### config.mk
export PLATFORM = sky130hd
export DESIGN_NAME = battery_charge_state_controller_unit
export DESIGN_NICKNAME = d
export VERILOG_FILES = /design/src/hw/rtl/bcsc_pkg.sv /design/src/hw/rtl/battery_charge_state_controller_unit.sv /design/src/hw/rtl/bcsc_cfg_regs.sv /design/src/hw/rtl/bcsc_in_stage.sv /design/src/hw/rtl/bcsc_core.sv
export SDC_FILE = /design/constraint.sdc
export NUM_CORES = 1
export LEC_CHECK = 0
export BUFFER_PORTS_ARGS = -buffer_cell sky130_fd_sc_hd__buf_2
export CAP_MARGIN = 0
export CORE_ASPECT_RATIO = 0.5
export CORE_MARGIN = 2
export CORE_UTILIZATION = 50
export CTS_CLUSTER_SIZE = 28
export DETAILED_ROUTE_END_ITERATION = 8
export PLACE_DENSITY_LB_ADDON = 0.2
export SYNTH_ARGS = -nofsm -noshare
export SYNTH_HDL_FRONTEND = slang
export SYNTH_SLANG_ARGS = --single-unit
### constraint.sdc
create_clock -name clk -period 5.15 [get_ports clk]
set_input_delay 1.03 -clock clk [delete_from_list [all_inputs] [get_ports clk]]
set_output_delay 1.03 -clock clk [all_outputs]
set_load 0.01 [all_outputs]
### src/hw/rtl/bcsc_pkg.sv
// shared types, codes and constants of the battery charge state controller
`timescale 1ns / 1ps

package bcsc_pkg;

  // event codes
  localparam logic [1:0] FUNC_TICK  = 2'd0;
  localparam logic [1:0] FUNC_START = 2'd1;
  localparam logic [1:0] FUNC_STOP  = 2'd2;

  // charging modes
  localparam logic [2:0] MODE_IDLE     = 3'd0;
  localparam logic [2:0] MODE_CHARGING = 3'd1;
  localparam logic [2:0] MODE_COLD     = 3'd2;
  localparam logic [2:0] MODE_HOT      = 3'd3;
  localparam logic [2:0] MODE_COMPLETE = 3'd4;

  // manual start status codes
  localparam logic [1:0] START_OK    = 2'd0;
  localparam logic [1:0] START_COLD  = 2'd1;
  localparam logic [1:0] START_HOT   = 2'd2;
  localparam logic [1:0] START_NO_AC = 2'd3;

  // configuration register indexes
  localparam logic [2:0] REG_UNDER_TEMP   = 3'd0;
  localparam logic [2:0] REG_OVER_TEMP    = 3'd1;
  localparam logic [2:0] REG_OVER_VOLT    = 3'd2;
  localparam logic [2:0] REG_APPROACH     = 3'd3;
  localparam logic [2:0] REG_REENABLE     = 3'd4;
  localparam logic [2:0] REG_STEP_TABLE   = 3'd5;
  localparam logic [2:0] REG_FULL_VOLT    = 3'd6;
  localparam logic [2:0] REG_IDLE_DRIVE   = 3'd7;

  localparam int CFG_IDX_W  = 3;
  localparam int CFG_DATA_W = 64;
  localparam int TABLE_LEN  = 4;
  localparam int DEF_NUM_STEPS = 4;

  // configuration reset values
  localparam logic signed [15:0] RST_UNDER_TEMP = 16'sd0;
  localparam logic signed [15:0] RST_OVER_TEMP  = 16'sd450;
  localparam logic [15:0]        RST_OVER_VOLT  = 16'd4200;
  localparam logic [15:0]        RST_APPROACH   = 16'd50;
  localparam logic [15:0]        RST_REENABLE   = 16'd100;

  // configuration bundle
  typedef struct packed {
    logic signed [15:0] under_temp_limit;
    logic signed [15:0] over_temp_limit;
    logic [15:0]        over_volt_limit;
    logic [15:0]        approach_margin;
    logic [15:0]        reenable_drop;
    logic [63:0]        current_step_table;
    logic [15:0]        full_volt_drive;
    logic [31:0]        idle_drive_pair;
  } cfg_t;

  // one input request
  typedef struct packed {
    logic [1:0]         func;
    logic               ac_disconnected;
    logic signed [15:0] lowest_temp;
    logic signed [15:0] highest_temp;
    logic [15:0]        highest_cell_volt;
  } item_t;

  // one result
  typedef struct packed {
    logic [2:0]  mode;
    logic [15:0] current_drive;
    logic [15:0] voltage_drive;
    logic        fan_on;
    logic [1:0]  start_status;
  } result_t;

endpackage

### src/hw/rtl/battery_charge_state_controller_unit.sv
// top level of the battery charge state controller
`timescale 1ns / 1ps

// Battery charge state controller. Each request is one event (service tick,
// manual start or manual stop) with the AC flag, pack temperatures and the
// highest cell voltage; each request gives exactly one result showing the
// mode, drive values and fan after the event, plus the start status. One
// request is accepted every clock cycle: the request sits in an input
// register, the mode rules are a single pass of compares and selects, and
// the result is registered, so a result passes from the input register
// to the result register, and only the output side taking results sets
// the throughput. The user must write configuration registers via the
// cfg_ port only while no request is in flight; the block does not
// enforce it; NUM_STEPS sets how many step table entries are used (1 to 4).

module battery_charge_state_controller_unit import bcsc_pkg::*; #(
  parameter int NUM_STEPS = DEF_NUM_STEPS
) (
  input  logic                  clk,
  input  logic                  rst_n,
  // configuration
  input  logic                  cfg_we,
  input  logic [CFG_IDX_W-1:0]  cfg_index,
  input  logic [CFG_DATA_W-1:0] cfg_wdata,
  // requests
  input  logic                  in_valid,
  output logic                  in_ready,
  input  logic [1:0]            in_func,
  input  logic                  in_ac_disconnected,
  input  logic signed [15:0]    in_lowest_temp,
  input  logic signed [15:0]    in_highest_temp,
  input  logic [15:0]           in_highest_cell_volt,
  // results
  output logic                  out_valid,
  input  logic                  out_ready,
  output logic [2:0]            out_mode,
  output logic [15:0]           out_current_drive,
  output logic [15:0]           out_voltage_drive,
  output logic                  out_fan_on,
  output logic [1:0]            out_start_status
);

  cfg_t    cfg;
  item_t   in_item, item;
  logic    item_valid, take;
  result_t result;

  assign in_item.func              = in_func;
  assign in_item.ac_disconnected   = in_ac_disconnected;
  assign in_item.lowest_temp       = in_lowest_temp;
  assign in_item.highest_temp      = in_highest_temp;
  assign in_item.highest_cell_volt = in_highest_cell_volt;

  // configuration registers
  bcsc_cfg_regs u_cfg (
    .clk       (clk),
    .rst_n     (rst_n),
    .cfg_we    (cfg_we),
    .cfg_index (cfg_index),
    .cfg_wdata (cfg_wdata),
    .cfg       (cfg)
  );

  // input register
  bcsc_in_stage u_in (
    .clk        (clk),
    .rst_n      (rst_n),
    .in_valid   (in_valid),
    .in_ready   (in_ready),
    .in_item    (in_item),
    .take       (take),
    .item_valid (item_valid),
    .item       (item)
  );

  // mode logic and result register
  bcsc_core #(
    .NUM_STEPS (NUM_STEPS)
  ) u_core (
    .clk        (clk),
    .rst_n      (rst_n),
    .cfg        (cfg),
    .item_valid (item_valid),
    .item       (item),
    .take       (take),
    .out_valid  (out_valid),
    .out_ready  (out_ready),
    .result     (result)
  );

  assign out_mode          = result.mode;
  assign out_current_drive = result.current_drive;
  assign out_voltage_drive = result.voltage_drive;
  assign out_fan_on        = result.fan_on;
  assign out_start_status  = result.start_status;

endmodule

### src/hw/rtl/bcsc_cfg_regs.sv
// configuration register file of the charge state controller
`timescale 1ns / 1ps

module bcsc_cfg_regs import bcsc_pkg::*; (
  input  logic                  clk,
  input  logic                  rst_n,
  input  logic                  cfg_we,
  input  logic [CFG_IDX_W-1:0]  cfg_index,
  input  logic [CFG_DATA_W-1:0] cfg_wdata,
  output cfg_t                  cfg
);

  cfg_t cfg_r;

  // register writes by index
  always_ff @(posedge clk) begin
    if (!rst_n) begin
      cfg_r.under_temp_limit   <= RST_UNDER_TEMP;
      cfg_r.over_temp_limit    <= RST_OVER_TEMP;
      cfg_r.over_volt_limit    <= RST_OVER_VOLT;
      cfg_r.approach_margin    <= RST_APPROACH;
      cfg_r.reenable_drop      <= RST_REENABLE;
      cfg_r.current_step_table <= '0;
      cfg_r.full_volt_drive    <= '0;
      cfg_r.idle_drive_pair    <= '0;
    end else if (cfg_we) begin
      case (cfg_index)
        REG_UNDER_TEMP: cfg_r.under_temp_limit   <= $signed(cfg_wdata[15:0]);
        REG_OVER_TEMP:  cfg_r.over_temp_limit    <= $signed(cfg_wdata[15:0]);
        REG_OVER_VOLT:  cfg_r.over_volt_limit    <= cfg_wdata[15:0];
        REG_APPROACH:   cfg_r.approach_margin    <= cfg_wdata[15:0];
        REG_REENABLE:   cfg_r.reenable_drop      <= cfg_wdata[15:0];
        REG_STEP_TABLE: cfg_r.current_step_table <= cfg_wdata;
        REG_FULL_VOLT:  cfg_r.full_volt_drive    <= cfg_wdata[15:0];
        REG_IDLE_DRIVE: cfg_r.idle_drive_pair    <= cfg_wdata[31:0];
        default: ;
      endcase
    end
  end

  assign cfg = cfg_r;

endmodule

### src/hw/rtl/bcsc_in_stage.sv
// input register stage holding one request ahead of the mode logic
`timescale 1ns / 1ps

module bcsc_in_stage import bcsc_pkg::*; (
  input  logic  clk,
  input  logic  rst_n,
  input  logic  in_valid,
  output logic  in_ready,
  input  item_t in_item,
  input  logic  take,
  output logic  item_valid,
  output item_t item
);

  logic  valid_r, valid_nxt;
  item_t item_r;
  logic  load;

  // space when empty or when the held request moves on this cycle
  assign in_ready = !valid_r || take;
  assign load     = in_valid && in_ready;

  always_comb begin
    valid_nxt = valid_r;
    if (load) begin
      valid_nxt = 1'b1;
    end else if (take) begin
      valid_nxt = 1'b0;
    end
  end

  always_ff @(posedge clk) begin
    if (!rst_n) begin
      valid_r <= 1'b0;
    end else begin
      valid_r <= valid_nxt;
    end
  end

  // payload needs no reset
  always_ff @(posedge clk) begin
    if (load) begin
      item_r <= in_item;
    end
  end

  assign item_valid = valid_r;
  assign item       = item_r;

endmodule

### src/hw/rtl/bcsc_core.sv
// charging mode state, next-state rules and the result register
`timescale 1ns / 1ps

module bcsc_core import bcsc_pkg::*; #(
  parameter int NUM_STEPS = DEF_NUM_STEPS
) (
  input  logic    clk,
  input  logic    rst_n,
  input  cfg_t    cfg,
  input  logic    item_valid,
  input  item_t   item,
  output logic    take,
  output logic    out_valid,
  input  logic    out_ready,
  output result_t result
);

  localparam int STEP_W = (NUM_STEPS > 1) ? $clog2(NUM_STEPS) : 1;
  localparam logic [STEP_W-1:0] STEP_LAST = STEP_W'(NUM_STEPS - 1);

  // state registers
  logic [2:0]        mode_r, mode_nxt;
  logic [STEP_W-1:0] step_r, step_nxt;
  logic [15:0]       cur_r, cur_nxt;
  logic [15:0]       volt_r, volt_nxt;
  logic              fan_r, fan_nxt;
  logic [1:0]        status_nxt;

  // result register
  logic    out_valid_r, out_valid_nxt;
  result_t result_r;

  logic [TABLE_LEN-1:0][15:0] tab;
  logic [STEP_W-1:0]          step_inc;
  logic                       cold, hot, at_limit, approach, below_rearm;
  logic signed [16:0]         approach_thr, rearm_thr, volt_s;

  // request moves on when the result register is free or being emptied
  assign take = item_valid && (!out_valid_r || out_ready);

  // threshold compares, voltage thresholds taken with sign
  assign tab          = cfg.current_step_table;
  assign volt_s       = $signed({1'b0, item.highest_cell_volt});
  assign approach_thr = $signed({1'b0, cfg.over_volt_limit})
                      - $signed({1'b0, cfg.approach_margin});
  assign rearm_thr    = $signed({1'b0, cfg.over_volt_limit})
                      - $signed({1'b0, cfg.reenable_drop});
  assign cold         = item.lowest_temp <= cfg.under_temp_limit;
  assign hot          = item.highest_temp >= cfg.over_temp_limit;
  assign at_limit     = item.highest_cell_volt >= cfg.over_volt_limit;
  assign approach     = volt_s >= approach_thr;
  assign below_rearm  = volt_s < rearm_thr;
  assign step_inc     = step_r + 1'b1;

  // next state for one event
  always_comb begin
    mode_nxt   = mode_r;
    step_nxt   = step_r;
    cur_nxt    = cur_r;
    volt_nxt   = volt_r;
    fan_nxt    = fan_r;
    status_nxt = START_OK;
    case (item.func)
      FUNC_TICK: begin
        if (item.ac_disconnected) begin
          // cable gone: drop back to idle drives
          if (mode_r != MODE_IDLE) begin
            mode_nxt = MODE_IDLE;
            cur_nxt  = cfg.idle_drive_pair[15:0];
            volt_nxt = cfg.idle_drive_pair[31:16];
            fan_nxt  = 1'b0;
          end
        end else begin
          case (mode_r)
            MODE_IDLE: begin
              if (cold) begin
                mode_nxt = MODE_COLD;
              end else if (hot) begin
                mode_nxt = MODE_HOT;
              end else begin
                mode_nxt = MODE_CHARGING;
                step_nxt = '0;
                cur_nxt  = tab[0];
                volt_nxt = cfg.full_volt_drive;
                fan_nxt  = 1'b1;
              end
            end
            MODE_CHARGING: begin
              if (cold) begin
                // cold wins over completion
                mode_nxt = MODE_COLD;
                cur_nxt  = cfg.idle_drive_pair[15:0];
                volt_nxt = cfg.idle_drive_pair[31:16];
                fan_nxt  = 1'b0;
                if (!at_limit && approach && step_r < STEP_LAST) begin
                  step_nxt = step_inc;
                end
              end else if (at_limit) begin
                mode_nxt = MODE_COMPLETE;
                cur_nxt  = cfg.idle_drive_pair[15:0];
                volt_nxt = cfg.idle_drive_pair[31:16];
                fan_nxt  = 1'b0;
              end else if (approach && step_r < STEP_LAST) begin
                // step the current down towards the limit
                step_nxt = step_inc;
                cur_nxt  = tab[2'(step_inc)];
              end
            end
            MODE_COLD: begin
              if (!cold) begin
                mode_nxt = MODE_CHARGING;
                step_nxt = '0;
                cur_nxt  = tab[0];
                volt_nxt = cfg.full_volt_drive;
                fan_nxt  = 1'b1;
              end
            end
            MODE_HOT: begin
              if (!hot) begin
                mode_nxt = MODE_CHARGING;
                step_nxt = '0;
                cur_nxt  = tab[0];
                volt_nxt = cfg.full_volt_drive;
                fan_nxt  = 1'b1;
              end
            end
            MODE_COMPLETE: begin
              if (below_rearm) begin
                mode_nxt = MODE_IDLE;
              end
            end
            default: ;
          endcase
        end
      end
      FUNC_START: begin
        if (item.ac_disconnected) begin
          status_nxt = START_NO_AC;
        end else if (cold) begin
          status_nxt = START_COLD;
        end else if (hot) begin
          status_nxt = START_HOT;
        end else begin
          mode_nxt = MODE_CHARGING;
          step_nxt = '0;
          cur_nxt  = tab[0];
          volt_nxt = cfg.full_volt_drive;
          fan_nxt  = 1'b1;
        end
      end
      FUNC_STOP: begin
        mode_nxt = MODE_IDLE;
        cur_nxt  = cfg.idle_drive_pair[15:0];
        volt_nxt = cfg.idle_drive_pair[31:16];
        fan_nxt  = 1'b0;
      end
      default: ;
    endcase
  end

  // result register valid
  always_comb begin
    out_valid_nxt = out_valid_r;
    if (take) begin
      out_valid_nxt = 1'b1;
    end else if (out_ready) begin
      out_valid_nxt = 1'b0;
    end
  end

  // control state
  always_ff @(posedge clk) begin
    if (!rst_n) begin
      mode_r      <= MODE_IDLE;
      step_r      <= '0;
      cur_r       <= '0;
      volt_r      <= '0;
      fan_r       <= 1'b0;
      out_valid_r <= 1'b0;
    end else begin
      out_valid_r <= out_valid_nxt;
      if (take) begin
        mode_r <= mode_nxt;
        step_r <= step_nxt;
        cur_r  <= cur_nxt;
        volt_r <= volt_nxt;
        fan_r  <= fan_nxt;
      end
    end
  end

  // result payload
  always_ff @(posedge clk) begin
    if (take) begin
      result_r.mode          <= mode_nxt;
      result_r.current_drive <= cur_nxt;
      result_r.voltage_drive <= volt_nxt;
      result_r.fan_on        <= fan_nxt;
      result_r.start_status  <= status_nxt;
    end
  end

  assign out_valid = out_valid_r;
  assign result    = result_r;

  // step index stays within the table
  a_step_bound: assert property (@(posedge clk) disable iff (!rst_n)
    step_r <= STEP_LAST)
    else $error("step index past last entry");

  // fan runs exactly while charging
  a_fan_mode: assert property (@(posedge clk) disable iff (!rst_n)
    fan_r == (mode_r == MODE_CHARGING))
    else $error("fan and mode disagree");

  // mode only moves when a request is taken
  a_mode_hold: assert property (@(posedge clk) disable iff (!rst_n)
    !take |=> $stable(mode_r))
    else $error("mode changed without a request");

  // a shown result with the fan on is a charging result
  a_out_fan: assert property (@(posedge clk) disable iff (!rst_n)
    (out_valid_r && result_r.fan_on) |-> (result_r.mode == MODE_CHARGING))
    else $error("result fan and mode disagree");

endmodule
# ---- Word-level counts from Yosys, hierarchy flattened
# Index checks and enable logic that the tools add are counted.
dict set report word_totals {
  ff_bits 321
  elab_cells 145
  out_inout_bits 40
  in_bits 123
}
dict set report classes {
  reduce_logical 26
  muxes 64
  n_eq_ne 20
  n_lt_le_gt_ge 7
  n_addsub 3
}
# op n
set op_table {}
lappend op_table {{2-to-1 mux 16 bit} 18}
lappend op_table {{one-hot mux 16 bit (4 select lines)} 2}
lappend op_table {{one-hot mux 16 bit (3 select lines)} 2}
lappend op_table {{subtractor 16 x 16 -> 17 bit} 2}
lappend op_table {{binary-select mux 16 bit (select 2 bit)} 1}
lappend op_table {{>= comparator 16 bit} 2}
lappend op_table {{2-to-1 mux 3 bit} 10}
lappend op_table {{2-to-1 mux 2 bit} 13}
lappend op_table {{>= comparator 17 bit} 1}
lappend op_table {{less-than comparator 17 bit} 1}
lappend op_table {{<= comparator 16 bit} 1}
lappend op_table {{AND reduction 2 bit} 8}
lappend op_table {{== test 3 bit, second input constant} 5}
lappend op_table {{one-hot mux 3 bit (5 select lines)} 1}
lappend op_table {{== test 3 x 2 -> 1 bit, second input constant} 4}
lappend op_table {{2-to-1 mux 1 bit} 12}
lappend op_table {{one-hot mux 3 bit (3 select lines)} 1}
lappend op_table {{AND reduction 9 bit} 1}
lappend op_table {{one-hot mux 2 bit (4 select lines)} 1}
lappend op_table {{== test 3 x 1 -> 1 bit, second input constant} 2}
lappend op_table {{logical NOT 3 bit} 2}
lappend op_table {{nonzero test 2 bit} 3}
lappend op_table {{logical AND 1 bit} 5}
lappend op_table {{inequality test 5 bit, second input constant} 1}
lappend op_table {{other kinds (17)} 21}

# ---- Logic depth before layout (Yosys ltp)
dict set report depth {
  ltp_word 9
  depth_mapped 23
  mapped_depth_nobuf 22
}

# ---- Modules after synthesis
# A second synthesis with hierarchy kept.
dict set report unflattened {
  hier_cells 2166
  hier_area_um2 19586.3
}
# module cells_each seq_area_each_um2 n_inst area_per_inst_um2
set modules_own_cells {}
lappend modules_own_cells {bcsc_core 1402 1921.8 1 10865.4}
lappend modules_own_cells {bcsc_cfg_regs 708 3843.7 1 7131.8}
lappend modules_own_cells {bcsc_in_stage 56 1551.5 1 1589.0}

# ---- Worst setup path before layout
# No wires, ideal clock.
dict set report synth_path {
  path_kind {reg2reg}
  from {register u_cfg.cfg_r (netlist bit u_cfg.cfg[145])}
  to {register u_core.result_r (netlist bit u_core.result[21]) (data pin)}
  path_slack_ns 0.370
  stages_incl_launch_ff 22
  arrival_time_ns 4.518
  setup_time_ns 0.263
  path_buffers 1
  synth_period_minus_slack_ns 4.780
  t_required_ns 4.887
  cell_sequence {dfxtp_1 -> ha_1 -> nor2b_1 -> o21ai_0 -> a21boi_1 -> o211ai_1 -> a21oi_1 -> a2111oi_0 -> a21oi_1 -> a21o_1 -> a21o_1 -> ha_1 -> a211o_1 -> a21oi_1 -> nand2_1 -> a211o_1 -> a21oi_1 -> a21oi_1 -> and2b_2 -> buf_6 -> a221oi_2 -> a21oi_1}
}
dict set report synth_via {
  elab_chain_cells 9
  elab_cells_between_ends 10
}
# element line
set synth_rtl {}
lappend synth_rtl {{start: declaration} bcsc_cfg_regs.sv:13} ;# cfg_t cfg_r;
lappend synth_rtl {{subtractor 16 x 16 -> 17 bit} bcsc_core.sv:45} ;# - $signed({1'b0, cfg.approach_margin});
lappend synth_rtl {{>= comparator 17 bit} bcsc_core.sv:51} ;# assign approach = volt_s >= approach_thr;
lappend synth_rtl {{logical AND 1 bit} bcsc_core.sv:103} ;# end else if (approach && step_r < STEP_LAST) begin
lappend synth_rtl {{2-to-1 mux 16 bit} bcsc_core.sv:103}
lappend synth_rtl {{2-to-1 mux 16 bit (*)} bcsc_core.sv:98} ;# end else if (at_limit) begin
lappend synth_rtl {{2-to-1 mux 16 bit (*)} bcsc_core.sv:89} ;# if (cold) begin
lappend synth_rtl {{one-hot mux 16 bit (4 select lines) (*)} bcsc_core.sv:74} ;# case (mode_r)
lappend synth_rtl {{2-to-1 mux 16 bit (*)} bcsc_core.sv:65} ;# if (item.ac_disconnected) begin
lappend synth_rtl {{one-hot mux 16 bit (3 select lines) (*)} bcsc_core.sv:63} ;# case (item.func)
lappend synth_rtl {{via u_core.cur_nxt[2]} bcsc_core.sv:24} ;# logic [15:0] cur_r, cur_nxt;
lappend synth_rtl {{end: declaration} bcsc_core.sv:31} ;# result_t result_r;
# The timed path passes the listed nets; every way through them passes the cells marked *.
# A chain may end at the register's enable or synchronous reset.

# ---- Worst setup path after layout
dict set report layout_path {
  from {register u_cfg.cfg_r (netlist bit u_cfg.cfg[144])}
  to {register u_core.result_r (netlist bit u_core.result[22]) (data pin)}
}
# The elaborated chain is that of the path after synthesis.

==> impl_metrics.yaml <==
synth:
  netlist_top_cells_count: "nand2_1 (502), dfxtp_1 (232), a21boi_0 (187), inv_1 (128), ha_1 (112)"
  synth-main-ff-cell: "dfxtp_1"
  synth_cell_types: 79
  synth_warnings: 0
  yosys.area.top_type: "dfxtp_1"
  synth_area_leaders: "dfxtp_1 (25%), edfxtp_1 (15%), nand2_1 (10%)"
  synthMostInstantiatedCell: "nand2_1"
  syn_area_mm2: 0.01831
  synth_top_area_share_pct: 25.37
  async_flop_share_pct: 0
  syn_inst: 2123
  synth_edf_count: 89
  syn_area_per_cell_um2: 8.625
  synth-seq-cells: 321
  synth.net_count: 2360
  ys_seq_area_share_pct: 39.96
critical_path:
  critPathCapture: "u_core.result[22]"
  crit_cells: 22
  path_buf_inv: 2
  cpLargestDelayFamily: "compound AO/OA/AOI/OAI gates"
  critPathRequiredTime_ns: 5.48
  slowest_stage: "fa_1"
  r2r_end: "u_core.result[22]"
  path_class: "register to register"
  crit_path_start: "u_cfg.cfg[144]"
  reg2reg_slack_ns: 0.24
  worstSetupStartpointType: "register"
  cp_common_cell: "a21oi_1"
  slowest_delay_ns: 0.42
  critical_path_peak_fanout: 15
  worstPathArrival_ns: 5.24
  crit_chain: "inv_1 > ha_1 > inv_1 > fa_1 > a211oi_1 > o21ai_0 > a31oi_1 > nor3_1 > nor2_1 > o21bai_1 > a21oi_1 > xor2_1 > ha_1 > a211o_1 > a21oi_1 > nand2_1 > a211o_1 > a21oi_4 > a21oi_1 > and2b_4 > a221oi_2 > a21oi_1"
  reg2reg_depth: 22
  r2r_start: "u_cfg.cfg[144]"
  cp-end-kind: "register"
placement:
  place_congestion: 0.9232
  portBuffers: 162
  dp_hpwl_mm: 37.39
  place_inst: 2665
clock_network:
  cts_hold_buf: 0
  cts.sinks: 321
  clockBufferDepth: 3
  path_clk_slew_ns: 0.06
  cts_max_level: 1
  cts_tree: "done"
  ctsRootBufferMaster: "clkbuf_16"
  cts_made_buffers: 31
  worstSkewPairLatency_ns: 0.59
sta:
  min_period_over_period_pct: 95.30
  max-slew-margin-rel_pct: 17.82
  hold_violations: 0
  setup_viol: 0
  grt_setup_unrepaired: "no"
  drv_slew: 0
  fin_hold_ws_ns: 0.4622
  max_freq_mhz: 203.7
  worst_slew_pin_slew_ns: 1.226
  post-route-min-period_ns: 4.908
  clock-skew-final_ns: 0.01746
routing:
  antenna_left: 0
  drtPass1Iterations: 8
  via_per_inst: 5.888
  wl_per_cell_um: 20.10
  route.detailed.drc: 0
  via_count: 16050
  drt_first_iter_violations: 1524
  wl_mm: 54.81
cells_and_area:
  area_growth_pct: 11.60
  fin_cells: 2726
  drive_gt1_share_pct: 15.06
  post-route-util_pct: 56.78
  finalNetCount: 2451
run_status:
  status: "finished, final reports clean"
global_route:
  grt.overflow.total: 0
  grt_max_degree: 103
  antenna_found_initial: 5
  track_usage_pct: 28.08
  grt_pass1_vias: 14910
  grt_pass1_wl_mm: 84.06
run:
  drv_cap: 0
worst_hold_path:
  hold_path_class: "register to register"
  hold_depth: 2
floorplan:
  die_x_um: 274.6
  ios: 163
  num_rows: 49
  die_area_mm2: 0.03826
  initial_core_util_pct: 50.88
  core_mm2: 0.03599
  die_h_um: 139.3
pwr:
  ir_drop_v: 0.0002549
  cellPowerDensity_mw_per_mm2: 292.5
  cellLeakagePower_nw: 7.537
  power_mw: 5.977
state kept, by name, indices dropped and copies added (netlist names):
register / cells
u_core.cur_r: 16
u_cfg.cfg: 192
u_core.out_valid: 1
u_core.fan_r: 1
u_in.item_valid: 1
u_in.item: 51
u_core.result: 38
u_core.mode_r: 3
u_core.step_r: 2
u_core.volt_r: 16
cell type report:
cell class                 count  area [um2]
clock inverter                16       91.34
multi-input combinational   1537        9952
inverter                     129       484.2
timing repair buffer         194        1066
fill                        3236       15550
antenna                        4       10.01
tap                          484       605.6
clock buffer                  41       907.1
sequential                   321        7317
worst min path at each step:
stage | startpoint | endpoint | slack [ns]
6_report | u_cfg.cfg[122] | u_cfg.cfg[122] | 0.46
5_1_grt | u_cfg.cfg[134] | u_cfg.cfg[134] | 0.48
4_1_cts | u_cfg.cfg[122] | u_cfg.cfg[122] | 0.47
3_5_place_dp | u_cfg.cfg[122] | u_cfg.cfg[122] | 0.46
3_3_place_gp | u_cfg.cfg[164] | u_cfg.cfg[164] | 0.45
2_1_floorplan | u_cfg.cfg[111] | u_cfg.cfg[111] | 0.44
worst min-delay path: stages, from the launching register on:
cell and delay [ns]:
dfxtp_1 0.31, nand2_1 0.05, a21boi_0 0.06
metrics by stage:
stage               instance area, um2  setup WS (ns)    TNS, ns
finish                           20430         0.2420          0
global route                     20430     0.00004441          0
CTS                              20400        0.05315          0
detailed placement               19400      -0.007309  -0.007309
global placement                 19400        0.08849          0
floorplan                        18310         0.3698          0
power by group:
| part | internal, mW | switching, mW | leakage (nW) |
|---|---|---|---|
| Sequential | 2.70 | 0.0762 | 2.75 |
| Combinational | 0.350 | 0.572 | 4.30 |
| Clock | 1.24 | 1.04 | 0.490 |
metal layers:
metal  GRT usage, %  wire length [um]  vias to the layer above
li1               -                 -                     7769
met1          38.22             23540                     7527
met2          44.58             25180                      623
met3          4.400              3909                      132
met4          11.58              2178                        0
met5              0                 0                        -
repair_timing:
item,4_1_cts,5_1_grt
pin swaps,0,1
gates resized for setup,1,5
endpoints found under the setup margin,6,32
endpoints found under the hold margin,0,0
buffers inserted,0,0
cell families (layout without fill, tap and decap cells):
family                     count (synthesis)  count (layout)  share of synthesized area [%]
other                                      0               4                              0
muxes                                     28              28                          2.686
buffers and inverters                    265             380                          5.952
adders and majority gates                114             114                          7.872
xor gates and xnor gates                  24              24                          1.148
AOI/OAI and AO/OA                        683             683                          26.74
and+or+nand+nor                          688             688                          15.64
DFF                                      321             321                          39.96
layout by cell type (no fill, tap or decap), types with 26 or more instances in the layout:
cell	n
dfxtp_1	232
a21boi_0	187
a31oi_1	62
a221o_1	26
a21oi_1	83
nand2_1	502
clkbuf_16	34
ha_1	112
buf_4	32
nand3_1	40
inv_1	127
nor2_1	52
o21ai_0	108
edfxtp_1	89
buf_2	161
Power figures use the tool's default switching activity.
